## config.mk

```make
export PLATFORM = sky130hd
export DESIGN_NAME = smallest_factor_sum_top
export DESIGN_NICKNAME = d
export VERILOG_FILES = /design/src/rtl/core/sfs_pkg.sv /design/src/rtl/core/smallest_factor_sum_top.sv /design/src/rtl/core/sfs_front.sv /design/src/rtl/core/sfs_queue.sv /design/src/rtl/core/sfs_divider.sv /design/src/rtl/core/sfs_back.sv
export SDC_FILE = /design/constraint.sdc
export NUM_CORES = 1
export LEC_CHECK = 0
export BUFFER_PORTS_ARGS = -buffer_cell sky130_fd_sc_hd__buf_2
export CORE_ASPECT_RATIO = 1.5
export CORE_MARGIN = 2
export CORE_UTILIZATION = 67
export CTS_CLUSTER_SIZE = 14
export DETAILED_ROUTE_END_ITERATION = 7
export PLACE_DENSITY = 0.86
export REMOVE_ABC_BUFFERS = 1
export SLEW_MARGIN = 25
export SYNTH_ARGS = -nofsm -noshare
export SYNTH_HDL_FRONTEND = slang
export SYNTH_SLANG_ARGS = --single-unit
```

## constraint.sdc

```tcl
create_clock -name clk -period 15.5 [get_ports clk]
set_input_delay 1.55 -clock clk [delete_from_list [all_inputs] [get_ports clk]]
set_output_delay 1.55 -clock clk [all_outputs]
set_load 0.01 [all_outputs]
```

## src/rtl/core/sfs_pkg.sv

```systemverilog
// shared types and constants for the smallest factor sum block
`default_nettype none

package sfs_pkg;

  localparam int NUMBER_WIDTH_DEFAULT = 63;
  localparam int IN_TDATA_W           = 64;
  localparam int FACTOR_W             = 32;
  localparam int SUM_W                = 63;
  localparam int OUT_TDATA_W          = 96;
  localparam int KIND_W               = 2;
  localparam int QUEUE_DEPTH          = 2;

  // trial divisor sequence: 3, then 5, 7, 11, 13, ... in steps of 6
  localparam int FIRST_ODD_PRIME = 3;
  localparam int FIRST_CAND      = 5;
  localparam int CAND_PAIR_GAP   = 2;
  localparam int CAND_STEP       = 6;
  localparam int EVEN_FACTOR     = 2;

  // item kind decided at the front
  typedef enum logic [KIND_W-1:0] {
    KIND_TRIVIAL = 2'd0,
    KIND_EVEN    = 2'd1,
    KIND_ODD     = 2'd2
  } kind_t;

  // remainder unit status toward the sequencer
  typedef struct packed {
    logic done;
    logic divisible;
  } div_status_t;

endpackage

`default_nettype wire

```

## src/rtl/core/smallest_factor_sum_top.sv

```systemverilog
// top level of the smallest factor sum block
// flow: 0..3 and even numbers go from the idle state to the emit state and on to the
//   output register; odd numbers first take one remainder by 3, and odd numbers that
//   are not multiples of 3 then try 6k-1 / 6k+1 candidate pairs, one remainder per
//   candidate, up to about sqrt(number) / 6 pairs
// the back end works on one item at a time; the front queue holds two items
// reset: synchronous, active high; clears the queue, sequencer, sum and flag
`default_nettype none

module smallest_factor_sum_top #(
  parameter int NUMBER_WIDTH = sfs_pkg::NUMBER_WIDTH_DEFAULT
) (
  input  logic                            clk,
  input  logic                            rst,
  // input item stream
  input  logic                            s_tvalid,
  output logic                            s_tready,
  input  logic [sfs_pkg::IN_TDATA_W-1:0]  s_tdata,   // [62:0] number, [63] zero pad
  // result item stream
  output logic                            m_tvalid,
  input  logic                            m_tready,
  output logic [sfs_pkg::OUT_TDATA_W-1:0] m_tdata    // [31:0] smallest_factor,
                                                     // [94:32] running_sum,
                                                     // [95] sum_saturated
);
  import sfs_pkg::*;

  localparam int CAND_W  = (NUMBER_WIDTH + 1) / 2 + 1;
  localparam int ENTRY_W = KIND_W + NUMBER_WIDTH;

  // front end to queue
  logic                    f_push;
  kind_t                   f_kind;
  logic [NUMBER_WIDTH-1:0] f_number;
  logic                    q_full;
  logic                    q_empty;
  logic                    q_pop;
  logic [ENTRY_W-1:0]      q_data;
  kind_t                   q_kind;
  logic [NUMBER_WIDTH-1:0] q_number;

  // back end to remainder unit
  logic                    div_start;
  logic [NUMBER_WIDTH-1:0] div_dividend;
  logic [CAND_W-1:0]       div_divisor;
  div_status_t             div_status;

  // queue entries carry the kind above the masked number
  assign q_kind   = kind_t'(q_data[ENTRY_W-1 -: KIND_W]);
  assign q_number = q_data[NUMBER_WIDTH-1:0];

  // only the low NUMBER_WIDTH bits of the number are used
  sfs_front #(
    .NUMBER_WIDTH (NUMBER_WIDTH)
  ) u_front (
    .s_tvalid (s_tvalid),
    .s_tready (s_tready),
    .number   (s_tdata[NUMBER_WIDTH-1:0]),
    .q_full   (q_full),
    .q_push   (f_push),
    .q_kind   (f_kind),
    .q_number (f_number)
  );

  // decouples intake from the long trial division loop
  sfs_queue #(
    .WIDTH (ENTRY_W)
  ) u_queue (
    .clk       (clk),
    .rst       (rst),
    .push      (f_push),
    .push_data ({f_kind, f_number}),
    .full      (q_full),
    .pop       (q_pop),
    .pop_data  (q_data),
    .empty     (q_empty)
  );

  // candidate walk, bound test, sum and output register
  sfs_back #(
    .NUMBER_WIDTH (NUMBER_WIDTH)
  ) u_back (
    .clk          (clk),
    .rst          (rst),
    .q_valid      (!q_empty),
    .q_kind       (q_kind),
    .q_number     (q_number),
    .q_pop        (q_pop),
    .div_start    (div_start),
    .div_dividend (div_dividend),
    .div_divisor  (div_divisor),
    .div_status   (div_status),
    .m_tvalid     (m_tvalid),
    .m_tready     (m_tready),
    .m_tdata      (m_tdata)
  );

  // computes one remainder at a time for the back end
  sfs_divider #(
    .NUMBER_WIDTH (NUMBER_WIDTH)
  ) u_divider (
    .clk      (clk),
    .rst      (rst),
    .start    (div_start),
    .dividend (div_dividend),
    .divisor  (div_divisor),
    .status   (div_status)
  );

endmodule

`default_nettype wire

```

## src/rtl/core/sfs_front.sv

```systemverilog
// front end: takes items and sorts them into trivial, even and odd numbers
`default_nettype none

module sfs_front #(
  parameter int NUMBER_WIDTH = sfs_pkg::NUMBER_WIDTH_DEFAULT
) (
  input  logic                    s_tvalid,
  output logic                    s_tready,
  input  logic [NUMBER_WIDTH-1:0] number,
  input  logic                    q_full,
  output logic                    q_push,
  output sfs_pkg::kind_t          q_kind,
  output logic [NUMBER_WIDTH-1:0] q_number
);
  import sfs_pkg::*;

  logic at_most_three;

  assign s_tready      = !q_full;
  assign q_push        = s_tvalid && !q_full;
  assign q_number      = number;
  // 0 through 3 have no factor to report
  assign at_most_three = (number[NUMBER_WIDTH-1:2] == '0);

  always_comb begin
    if (at_most_three) begin
      q_kind = KIND_TRIVIAL;
    end else if (!number[0]) begin
      q_kind = KIND_EVEN;
    end else begin
      q_kind = KIND_ODD;
    end
  end

endmodule

`default_nettype wire

```

## src/rtl/core/sfs_queue.sv

```systemverilog
// short fifo between the front end and the trial division back end
`default_nettype none

module sfs_queue #(
  parameter int WIDTH = sfs_pkg::KIND_W + sfs_pkg::NUMBER_WIDTH_DEFAULT
) (
  input  logic             clk,
  input  logic             rst,
  input  logic             push,
  input  logic [WIDTH-1:0] push_data,
  output logic             full,
  input  logic             pop,
  output logic [WIDTH-1:0] pop_data,
  output logic             empty
);
  import sfs_pkg::*;

  localparam int PTR_W = (QUEUE_DEPTH > 1) ? $clog2(QUEUE_DEPTH) : 1;
  localparam int CNT_W = $clog2(QUEUE_DEPTH + 1);

  logic [WIDTH-1:0] slots [QUEUE_DEPTH];
  logic [PTR_W-1:0] wr_ptr;
  logic [PTR_W-1:0] rd_ptr;
  logic [CNT_W-1:0] count;
  logic             do_push;
  logic             do_pop;

  assign full     = (count == CNT_W'(QUEUE_DEPTH));
  assign empty    = (count == '0);
  assign do_push  = push && !full;
  assign do_pop   = pop && !empty;
  assign pop_data = slots[rd_ptr];

  always_ff @(posedge clk) begin
    if (do_push) begin
      slots[wr_ptr] <= push_data;
    end
  end

  always_ff @(posedge clk) begin
    if (rst) begin
      wr_ptr <= '0;
      rd_ptr <= '0;
      count  <= '0;
    end else begin
      if (do_push) begin
        wr_ptr <= (wr_ptr == PTR_W'(QUEUE_DEPTH - 1)) ? '0 : wr_ptr + 1'b1;
      end
      if (do_pop) begin
        rd_ptr <= (rd_ptr == PTR_W'(QUEUE_DEPTH - 1)) ? '0 : rd_ptr + 1'b1;
      end
      case ({do_push, do_pop})
        2'b10:   count <= count + 1'b1;
        2'b01:   count <= count - 1'b1;
        default: count <= count;
      endcase
    end
  end

endmodule

`default_nettype wire

```

## src/rtl/core/sfs_divider.sv

```systemverilog
// bit-serial restoring remainder unit, one dividend bit per cycle
`default_nettype none

module sfs_divider #(
  parameter int NUMBER_WIDTH = sfs_pkg::NUMBER_WIDTH_DEFAULT
) (
  input  logic                                   clk,
  input  logic                                   rst,
  input  logic                                   start,
  input  logic [NUMBER_WIDTH-1:0]                dividend,
  input  logic [(NUMBER_WIDTH + 1) / 2 + 1 - 1:0] divisor,
  output sfs_pkg::div_status_t                   status
);
  import sfs_pkg::*;

  localparam int CAND_W = (NUMBER_WIDTH + 1) / 2 + 1;
  localparam int IDX_W  = $clog2(NUMBER_WIDTH);

  logic [NUMBER_WIDTH-1:0] dvd;
  logic [CAND_W-1:0]       dvs;
  logic [CAND_W-1:0]       rem;
  logic [IDX_W-1:0]        idx;
  logic                    busy;
  logic                    done;
  logic [CAND_W:0]         shifted;
  logic [CAND_W:0]         trial;

  assign shifted = {rem, dvd[idx]};
  assign trial   = shifted - {1'b0, dvs};

  assign status.done      = done;
  assign status.divisible = (rem == '0);

  always_ff @(posedge clk) begin
    if (rst) begin
      busy <= 1'b0;
      done <= 1'b0;
    end else begin
      done <= 1'b0;
      if (start) begin
        dvd  <= dividend;
        dvs  <= divisor;
        rem  <= '0;
        idx  <= IDX_W'(NUMBER_WIDTH - 1);
        busy <= 1'b1;
      end else if (busy) begin
        // keep the partial remainder when the subtract borrows
        rem <= trial[CAND_W] ? shifted[CAND_W-1:0] : trial[CAND_W-1:0];
        if (idx == '0) begin
          busy <= 1'b0;
          done <= 1'b1;
        end else begin
          idx <= idx - 1'b1;
        end
      end
    end
  end

endmodule

`default_nettype wire

```

## src/rtl/core/sfs_back.sv

```systemverilog
// back end: trial division sequencer, saturating sum and output register
`default_nettype none

module sfs_back #(
  parameter int NUMBER_WIDTH = sfs_pkg::NUMBER_WIDTH_DEFAULT
) (
  input  logic                                    clk,
  input  logic                                    rst,
  input  logic                                    q_valid,
  input  sfs_pkg::kind_t                          q_kind,
  input  logic [NUMBER_WIDTH-1:0]                 q_number,
  output logic                                    q_pop,
  output logic                                    div_start,
  output logic [NUMBER_WIDTH-1:0]                 div_dividend,
  output logic [(NUMBER_WIDTH + 1) / 2 + 1 - 1:0] div_divisor,
  input  sfs_pkg::div_status_t                    div_status,
  output logic                                    m_tvalid,
  input  logic                                    m_tready,
  output logic [sfs_pkg::OUT_TDATA_W-1:0]         m_tdata
);
  import sfs_pkg::*;

  localparam int CAND_W = (NUMBER_WIDTH + 1) / 2 + 1;
  localparam int SQ_W   = 2 * CAND_W;

  typedef enum logic [5:0] {
    ST_IDLE    = 6'b000001,
    ST_WAIT3   = 6'b000010,
    ST_BOUND   = 6'b000100,
    ST_WAIT_LO = 6'b001000,
    ST_WAIT_HI = 6'b010000,
    ST_EMIT    = 6'b100000
  } state_t;

  state_t                  state;
  logic [NUMBER_WIDTH-1:0] num;
  logic [CAND_W-1:0]       cand;
  logic [SQ_W-1:0]         sq;
  logic [FACTOR_W-1:0]     factor;
  logic [SUM_W-1:0]        total;
  logic                    clipped;
  logic [FACTOR_W-1:0]     out_factor;
  logic [SUM_W-1:0]        out_sum;
  logic                    out_flag;

  logic [CAND_W-1:0]       cand_hi;
  logic [SQ_W-1:0]         sq_next;
  logic                    sq_ok;
  logic [SUM_W:0]          sum_wide;
  logic                    sum_over;
  logic [SUM_W-1:0]        total_next;
  logic                    out_ready;

  assign cand_hi = cand + CAND_W'(CAND_PAIR_GAP);
  // (c + 6)^2 = c^2 + 12c + 36
  assign sq_next = sq + (SQ_W'(cand) << 3) + (SQ_W'(cand) << 2)
                 + SQ_W'(CAND_STEP * CAND_STEP);
  assign sq_ok   = (sq <= SQ_W'(num));

  // total never exceeds 2^63-1 and the factor fits 32 bits, so no wrap
  assign sum_wide   = {1'b0, total} + (SUM_W + 1)'(factor);
  assign sum_over   = sum_wide[SUM_W];
  assign total_next = sum_over ? '1 : sum_wide[SUM_W-1:0];

  assign out_ready = !m_tvalid || m_tready;
  assign m_tdata   = {out_flag, out_sum, out_factor};

  always_comb begin
    q_pop        = 1'b0;
    div_start    = 1'b0;
    div_dividend = num;
    div_divisor  = cand;
    unique case (state)
      ST_IDLE: begin
        q_pop        = q_valid;
        div_start    = q_valid && (q_kind == KIND_ODD);
        div_dividend = q_number;
        div_divisor  = CAND_W'(FIRST_ODD_PRIME);
      end
      ST_BOUND: begin
        div_start = sq_ok;
      end
      ST_WAIT_LO: begin
        div_start   = div_status.done && !div_status.divisible;
        div_divisor = cand_hi;
      end
      default: begin
      end
    endcase
  end

  always_ff @(posedge clk) begin
    if (rst) begin
      state    <= ST_IDLE;
      m_tvalid <= 1'b0;
      total    <= '0;
      clipped  <= 1'b0;
    end else begin
      // in the emit state the output register is reloaded instead
      if (m_tvalid && m_tready && state != ST_EMIT) begin
        m_tvalid <= 1'b0;
      end
      unique case (state)
        ST_IDLE: begin
          if (q_valid) begin
            num <= q_number;
            unique case (q_kind)
              KIND_ODD: begin
                state <= ST_WAIT3;
              end
              KIND_EVEN: begin
                factor <= FACTOR_W'(EVEN_FACTOR);
                state  <= ST_EMIT;
              end
              default: begin
                factor <= '0;
                state  <= ST_EMIT;
              end
            endcase
          end
        end
        ST_WAIT3: begin
          if (div_status.done) begin
            if (div_status.divisible) begin
              factor <= FACTOR_W'(FIRST_ODD_PRIME);
              state  <= ST_EMIT;
            end else begin
              cand  <= CAND_W'(FIRST_CAND);
              sq    <= SQ_W'(FIRST_CAND * FIRST_CAND);
              state <= ST_BOUND;
            end
          end
        end
        ST_BOUND: begin
          if (sq_ok) begin
            state <= ST_WAIT_LO;
          end else begin
            factor <= '0;
            state  <= ST_EMIT;
          end
        end
        ST_WAIT_LO: begin
          if (div_status.done) begin
            if (div_status.divisible) begin
              factor <= FACTOR_W'(cand);
              state  <= ST_EMIT;
            end else begin
              state <= ST_WAIT_HI;
            end
          end
        end
        ST_WAIT_HI: begin
          if (div_status.done) begin
            if (div_status.divisible) begin
              factor <= FACTOR_W'(cand_hi);
              state  <= ST_EMIT;
            end else begin
              cand  <= cand + CAND_W'(CAND_STEP);
              sq    <= sq_next;
              state <= ST_BOUND;
            end
          end
        end
        ST_EMIT: begin
          if (out_ready) begin
            total      <= total_next;
            clipped    <= clipped || sum_over;
            out_factor <= factor;
            out_sum    <= total_next;
            out_flag   <= clipped || sum_over;
            m_tvalid   <= 1'b1;
            state      <= ST_IDLE;
          end
        end
        default: begin
          state <= ST_IDLE;
        end
      endcase
    end
  end

endmodule

`default_nettype wire

```

# == Word level (Yosys, flattened, before mapping) ==
# Memories as Yosys holds them, arrays and structs flattened. A register that Yosys moved wholly into a read port is not among the register bits.
# Index checks and enable logic that the tools add are counted.
# totals
in_bits,68
word_cells,152
n_memories,1
ram_bits,130
out_inout_bits,98
register_bits,502
# mem_list
name,depth,width,rd,rd_ports_with_merged_regs,wr,line,rtl
u_queue.slots,2,65,1,1,1,sfs_queue.sv:21,logic [WIDTH-1:0] slots [QUEUE_DEPTH];
# op_classes
n_bitwise,3
eq_ne,26
n_addsub,12
magnitude_cmp,2
n_mux,56
n_reduce_logical,32
# ops
operator,n
2-to-1 mux 66 bit,4
2-to-1 mux 32 bit,8
2-to-1 mux 33 bit,6
case mux 32 bit (5 select lines),1
case mux 33 bit (2 select lines),2
case mux 66 bit (2 select lines),1
2-to-1 mux 63 bit,2
adder 66 x 35 -> 66 bit,1
adder 66 x 36 -> 66 bit,1
adder 66 x 6 -> 66 bit (second input constant),1
less-or-equal comparator 66 x 63 -> 1 bit,1
adder 63 x 32 -> 64 bit,1
case mux 32 bit (2 select lines),1
logical NOT 61 bit,1
2-to-1 mux 6 bit,10
subtractor 34 x 33 -> 34 bit,1
adder 33 x 2 -> 33 bit (second input constant),1
adder 33 x 3 -> 33 bit (second input constant),1
logical NOT 33 bit,1
case mux 6 bit (5 select lines),1
!= test 2 x 1 -> 1 bit (second input constant),8
2-to-1 mux 1 bit,15
!= test 2 bit (second input constant),6
AND reduction 11 bit,1
32 further kinds,55

# == Depth between registers and ports, before layout ==
# depth
ltp_word,6
ltp_mapped,20
depth_no_buf,18

# == Modules after synthesis ==
# From an unflattened synthesis, not the netlist that was laid out.
# hier_totals
cells_unflattened,3307
area_unflattened_um2,35890.7
# by_module_without_submodules
module,n_inst,area_per_inst_um2,seq_area_each_um2,cells_per_inst
sfs_back,1,23042.1,10009.6,2406
sfs_divider,1,7314.5,4093.9,584
sfs_queue,1,4894.7,4003.8,228
sfs_front,1,635.6,0.0,88
smallest_factor_sum_top,1,3.8,0.0,1

# == Worst setup path before layout ==
# No wires, ideal clock.
# synth_timing
path_kind,input -> register
start,in rst
end,"reg u_back.cand[10], enable pin"
arrival_ns,8.400
t_required_ns,14.834
path_buffers,2
setup_time_ns,0.666
setup_slack_ns,6.434
cell_stages,3
path_cell_list,clkbuf_1 clkbuf_1 nor3_1
# synth_via
elab_chain_len,2
# synth_rtl
element,line,rtl
start: declaration,smallest_factor_sum_top.sv:14,"input logic rst,"
inverter 1 bit (no source line),--,
AND reduction 6 bit (no source line),--,
end signal: assignment,sfs_back.sv:128,cand <= CAND_W'(FIRST_CAND);
end signal: assignment,sfs_back.sv:158,cand <= cand + CAND_W'(CAND_STEP);
end: declaration,sfs_back.sv:37,logic [CAND_W-1:0] cand;
# Every way passes these cells.
# A chain may end at the register's enable or synchronous reset.

# == Worst setup path in the final report ==
# layout_timing
start,reg u_divider.idx[0]
end,reg u_divider.rem[32] (data pin)
# layout_via
elab_chain_len,5
# layout_rtl
element,line,rtl
start: declaration,sfs_divider.sv:22,logic [IDX_W-1:0] idx;
start signal: assignment,sfs_divider.sv:44,idx <= IDX_W'(NUMBER_WIDTH - 1);
start signal: assignment,sfs_divider.sv:53,idx <= idx - 1'b1;
binary-select mux 1 bit (select 6 bit),sfs_divider.sv:28,"assign shifted = {rem, dvd[idx]};"
2-to-1 mux 1 bit (implied by the code),sfs_divider.sv:28,
subtractor 34 x 33 -> 34 bit,sfs_divider.sv:29,"assign trial = shifted - {1'b0, dvs};"
2-to-1 mux 33 bit,sfs_divider.sv:48,rem <= trial[CAND_W] ? shifted[CAND_W-1:0] : trial[CAND_W-1:0];
2-to-1 mux 33 bit,sfs_divider.sv:46,end else if (busy) begin
end signal: assignment,sfs_divider.sv:48,
end: declaration,sfs_divider.sv:21,logic [CAND_W-1:0] rem;
# Every way passes these cells. The select of a mux whose other input is x is not followed.

==> reports/qor.csv <==
stage;metric;value;unit
floorplan;ios;166;
finish;stdcell_count;3892;
run;cap_violations;0;
detailed_routing;dr_total_vias;25200;
logic_synthesis;syn_area_per_cell;11.3;µm²
finish;syn2layout_area_growth;9.67;%
pwr;irDropWorstVdd;0.113;mV
floorplan;die_h;283;µm
logic_synthesis;synth_compound_area_frac;0.119;
cts;clk_path_buf_depth;3;
timing;grt_setup_unrepaired;false;
pwr;p_per_area;133;nW/µm²
logic_synthesis;yosys-top-cells-count;edfxtp_1, nor2_1, nand2_1, ha_1, a21oi_1;
setup_path;cp.depth;17;
cts;htreeDepth;2;
global_route;grt_max_degree;83;
global_route;grt_pass1_wl;133000;µm
setup_path;end_kind;flip-flop;
logic_synthesis;synth.distinct_cells;86;
detailed_routing;drc;2;
logic_synthesis;synthXorXnorAreaFrac;0.0417;
timing;setup_tns;0;ns
min_path;hp-class;flip-flop to flip-flop;
global_route;grt_pass1_vias;25400;
logic_synthesis;syn_inst;3068;
logic_synthesis;synth_area;34700;µm²
cts;cts_made_buffers;58;
logic_synthesis;synth_top_area_frac;0.477;
logic_synthesis;yosysSeqAreaShare;0.523;
finish;fin_util;0.739;
setup_path;reg2reg_depth;17;
floorplan;start_util;0.674;
floorplan;die_w;190;µm
timing;relSlewSlack;0.327;
detailed_routing;postRouteAntennaNets;0;
finish;fillers;3324;
cts;cts_sinks;629;
setup_path;path_cells;buf_4 > mux4_2 > mux4_2 > mux4_2 > inv_1 > ha_1 > fa_1 > nor2b_1 > o31ai_1 > a211oi_1 > nor3_1 > o31ai_1 > a31oi_1 > o21ai_0 > a221oi_1 > xnor2_1 > a22o_1;
global_route;antenna_found_initial;0;
cts;post_cts_resized;0;
logic_synthesis;yosys_warnings;0;
setup_path;path_common_cell;mux4_2;
logic_synthesis;ys.flop_type;edfxtp_1;
cts;cts_setup_buffers;0;
timing;tightestPinTransition;1.01;ns
detailed_routing;routed_wl;85600;µm
logic_synthesis;synth-edff-count;551;
setup_path;crit_family;multiplexers;
logic_synthesis;async_flop_share;0;
finish;diodes;0;
timing;setup_viol;0;
logic_synthesis;yosys.area.top_type;edfxtp_1;
placed_design;gp_congestion;0.935;
logic_synthesis;synth_fa_ha_area_frac;0.0915;
logic_synthesis;synth_mux_area_frac;0.0627;
setup_path;critPathArrivalTime;6.11;ns
timing;fin_crit_sh;0.370;
detailed_routing;post_drt_wl_per_cell;22.0;µm
logic_synthesis;ys_ff_latch;629;
status;status;finished, violations left;
floorplan;fp.dieArea;53600;µm²
setup_path;setup.worst_path.start_class;flip-flop;
cts;tritoncts;built;
placed_design;numPortBuffers;164;
timing;slew_violations;0;
finish;nNetsFinal;3473;
placed_design;placed_cells;3784;
setup_path;critPathMaxFanout;20;
finish;drive_gt1_frac;0.146;
global_route;grt_overflow_total;0;
cts;clock_latency;0.64;ns
setup_path;cp_num_buf_inv;2;
finish;regArea;18100;µm²
timing;finClkSkew;0.0281;ns
logic_synthesis;synthSimpleGateAreaFrac;0.127;
detailed_routing;dr.pass1.iters;8;
min_path;whs_path_depth;0;
timing;setup_slack;9.77;ns
pwr;fin_total_pwr;5.05;mW
setup_path;cp.required;15.87;ns
detailed_routing;vias_per_cell;6.48;
pwr;p_leak;14.4;nW
status;violations;design-rule violations;
finish;multiInputGateArea;15400;µm²
timing;min_period;5.73;ns
timing;fmax;174;MHz
setup_path;criticalPathCategory;flip-flop to flip-flop;
floorplan;core;51400;µm²
cts;clkSlewWorstSetupHoldPaths;0.07;ns
logic_synthesis;synth_area_leaders;edfxtp_1, ha_1, dfxtp_1;
global_route;grt_use_total;0.318;
setup_path;slowest_stage;mux4_2;
detailed_routing;drt_iter0_markers;2157;
cts;cts_root_buf;clkbuf_16;
placed_design;dp_slack;9.56;ns
placed_design;dpl.hpwl;60900;µm
logic_synthesis;synth_top_family_by_area;simple AND/OR/NAND/NOR gates;
setup_path;critical_path.max_stage_delay;0.62;ns
timing;final-hold-violation-count;0;
cts;cts_hold_buf;0;
floorplan;std_cell_rows;102;
logic_synthesis;yosysMostFrequentCell;edfxtp_1;
## per-stage QoR
step                hold slack, ns  area [µm²]
global placement             0.445       36000
detailed placement           0.448       36000
finish                       0.459       38000
CTS                          0.462       37900
global route                 0.473       38000
floorplan                    0.428       34000
## state kept, by name, indices dropped and copies added, names as in the netlist, 2 cells and up, named ones only
register           count
u_queue.slots        130
u_back.num            63
u_back.out_factor     32
u_divider.idx          6
u_back.state           6
u_divider.rem         33
u_back.out_sum        63
u_back.total          63
u_queue.count          2
u_back.cand           32
u_divider.dvs         33
u_back.sq             63
u_back.factor         32
u_divider.dvd         63
## layout make-up
cell class / instances / share of cell area
Timing Repair Buffer: 198 / 0.0301
Sequential cell: 629 / 0.476
Clock buffer: 76 / 0.0413
Tap cell: 676 / 0.0223
Multi-Input combinational cell: 2134 / 0.406
Clock inverter: 28 / 0.00932
Inverter: 151 / 0.0149
## worst paths after layout
kind                                        start               endpoint  slack, ns
worst min register to register  u_back.factor[21]  u_back.out_factor[21]       0.46
worst min-delay path            u_back.factor[21]  u_back.out_factor[21]       0.46
worst max register to register   u_divider.idx[0]      u_divider.rem[32]       9.77
worst max-delay path             u_divider.idx[0]      u_divider.rem[32]       9.77
## power by group
part           total (mW)  internal, mW  switching (mW)  leakage, nW
clock network        1.46         0.830           0.631        0.911
logic                1.32         0.539           0.780         7.73
registers            2.27          2.17           0.106         5.71
total                5.05          3.54            1.52         14.4
## logic make-up after synthesis
| kind of cell | Yosys count |
|---|---|
| mux | 176 |
| flops | 629 |
| xor+xnor | 165 |
| fa+ha+maj | 233 |
| simple gates | 921 |
| buf+inv | 305 |
| compound gates | 638 |
| other cells | 1 |
## cells in the final DEF (no fill, tap or decap), types with 19 or more instances in the layout
cell type  synthesis  layout
a21o_1            69      69
a21oi_1          165     163
a311oi_1          23      23
a31oi_1           21      21
and3_1            43      42
buf_2             17     164
buf_4              7      30
clkbuf_16          0      60
dfxtp_1           78      77
edfxtp_1         551     551
fa_1              34      34
ha_1             199     199
inv_1            151     151
mux2_2           128     128
mux2i_1           28      28
mux4_2            20      20
nand2_1          222     222
nand3_1           87      86
nand4_1           50      50
nor2_1           291     287
nor2b_1           20      19
nor3_1            57      56
nor4_1            51      50
o21a_1            24      24
o21ai_0          154     154
o31ai_1           51      51
xnor2_1          101     101
xor2_1            64      64
## routing by layer
layer	wire length, µm	global-route usage	up-vias
li1	-	-	11600
met1	29800	0.339	12300
met2	45200	0.591	1060
met3	4540	0.0408	301
met4	6060	0.207	0
met5	0	0	-
No activity file was read; power rests on OpenSTA's default activity.
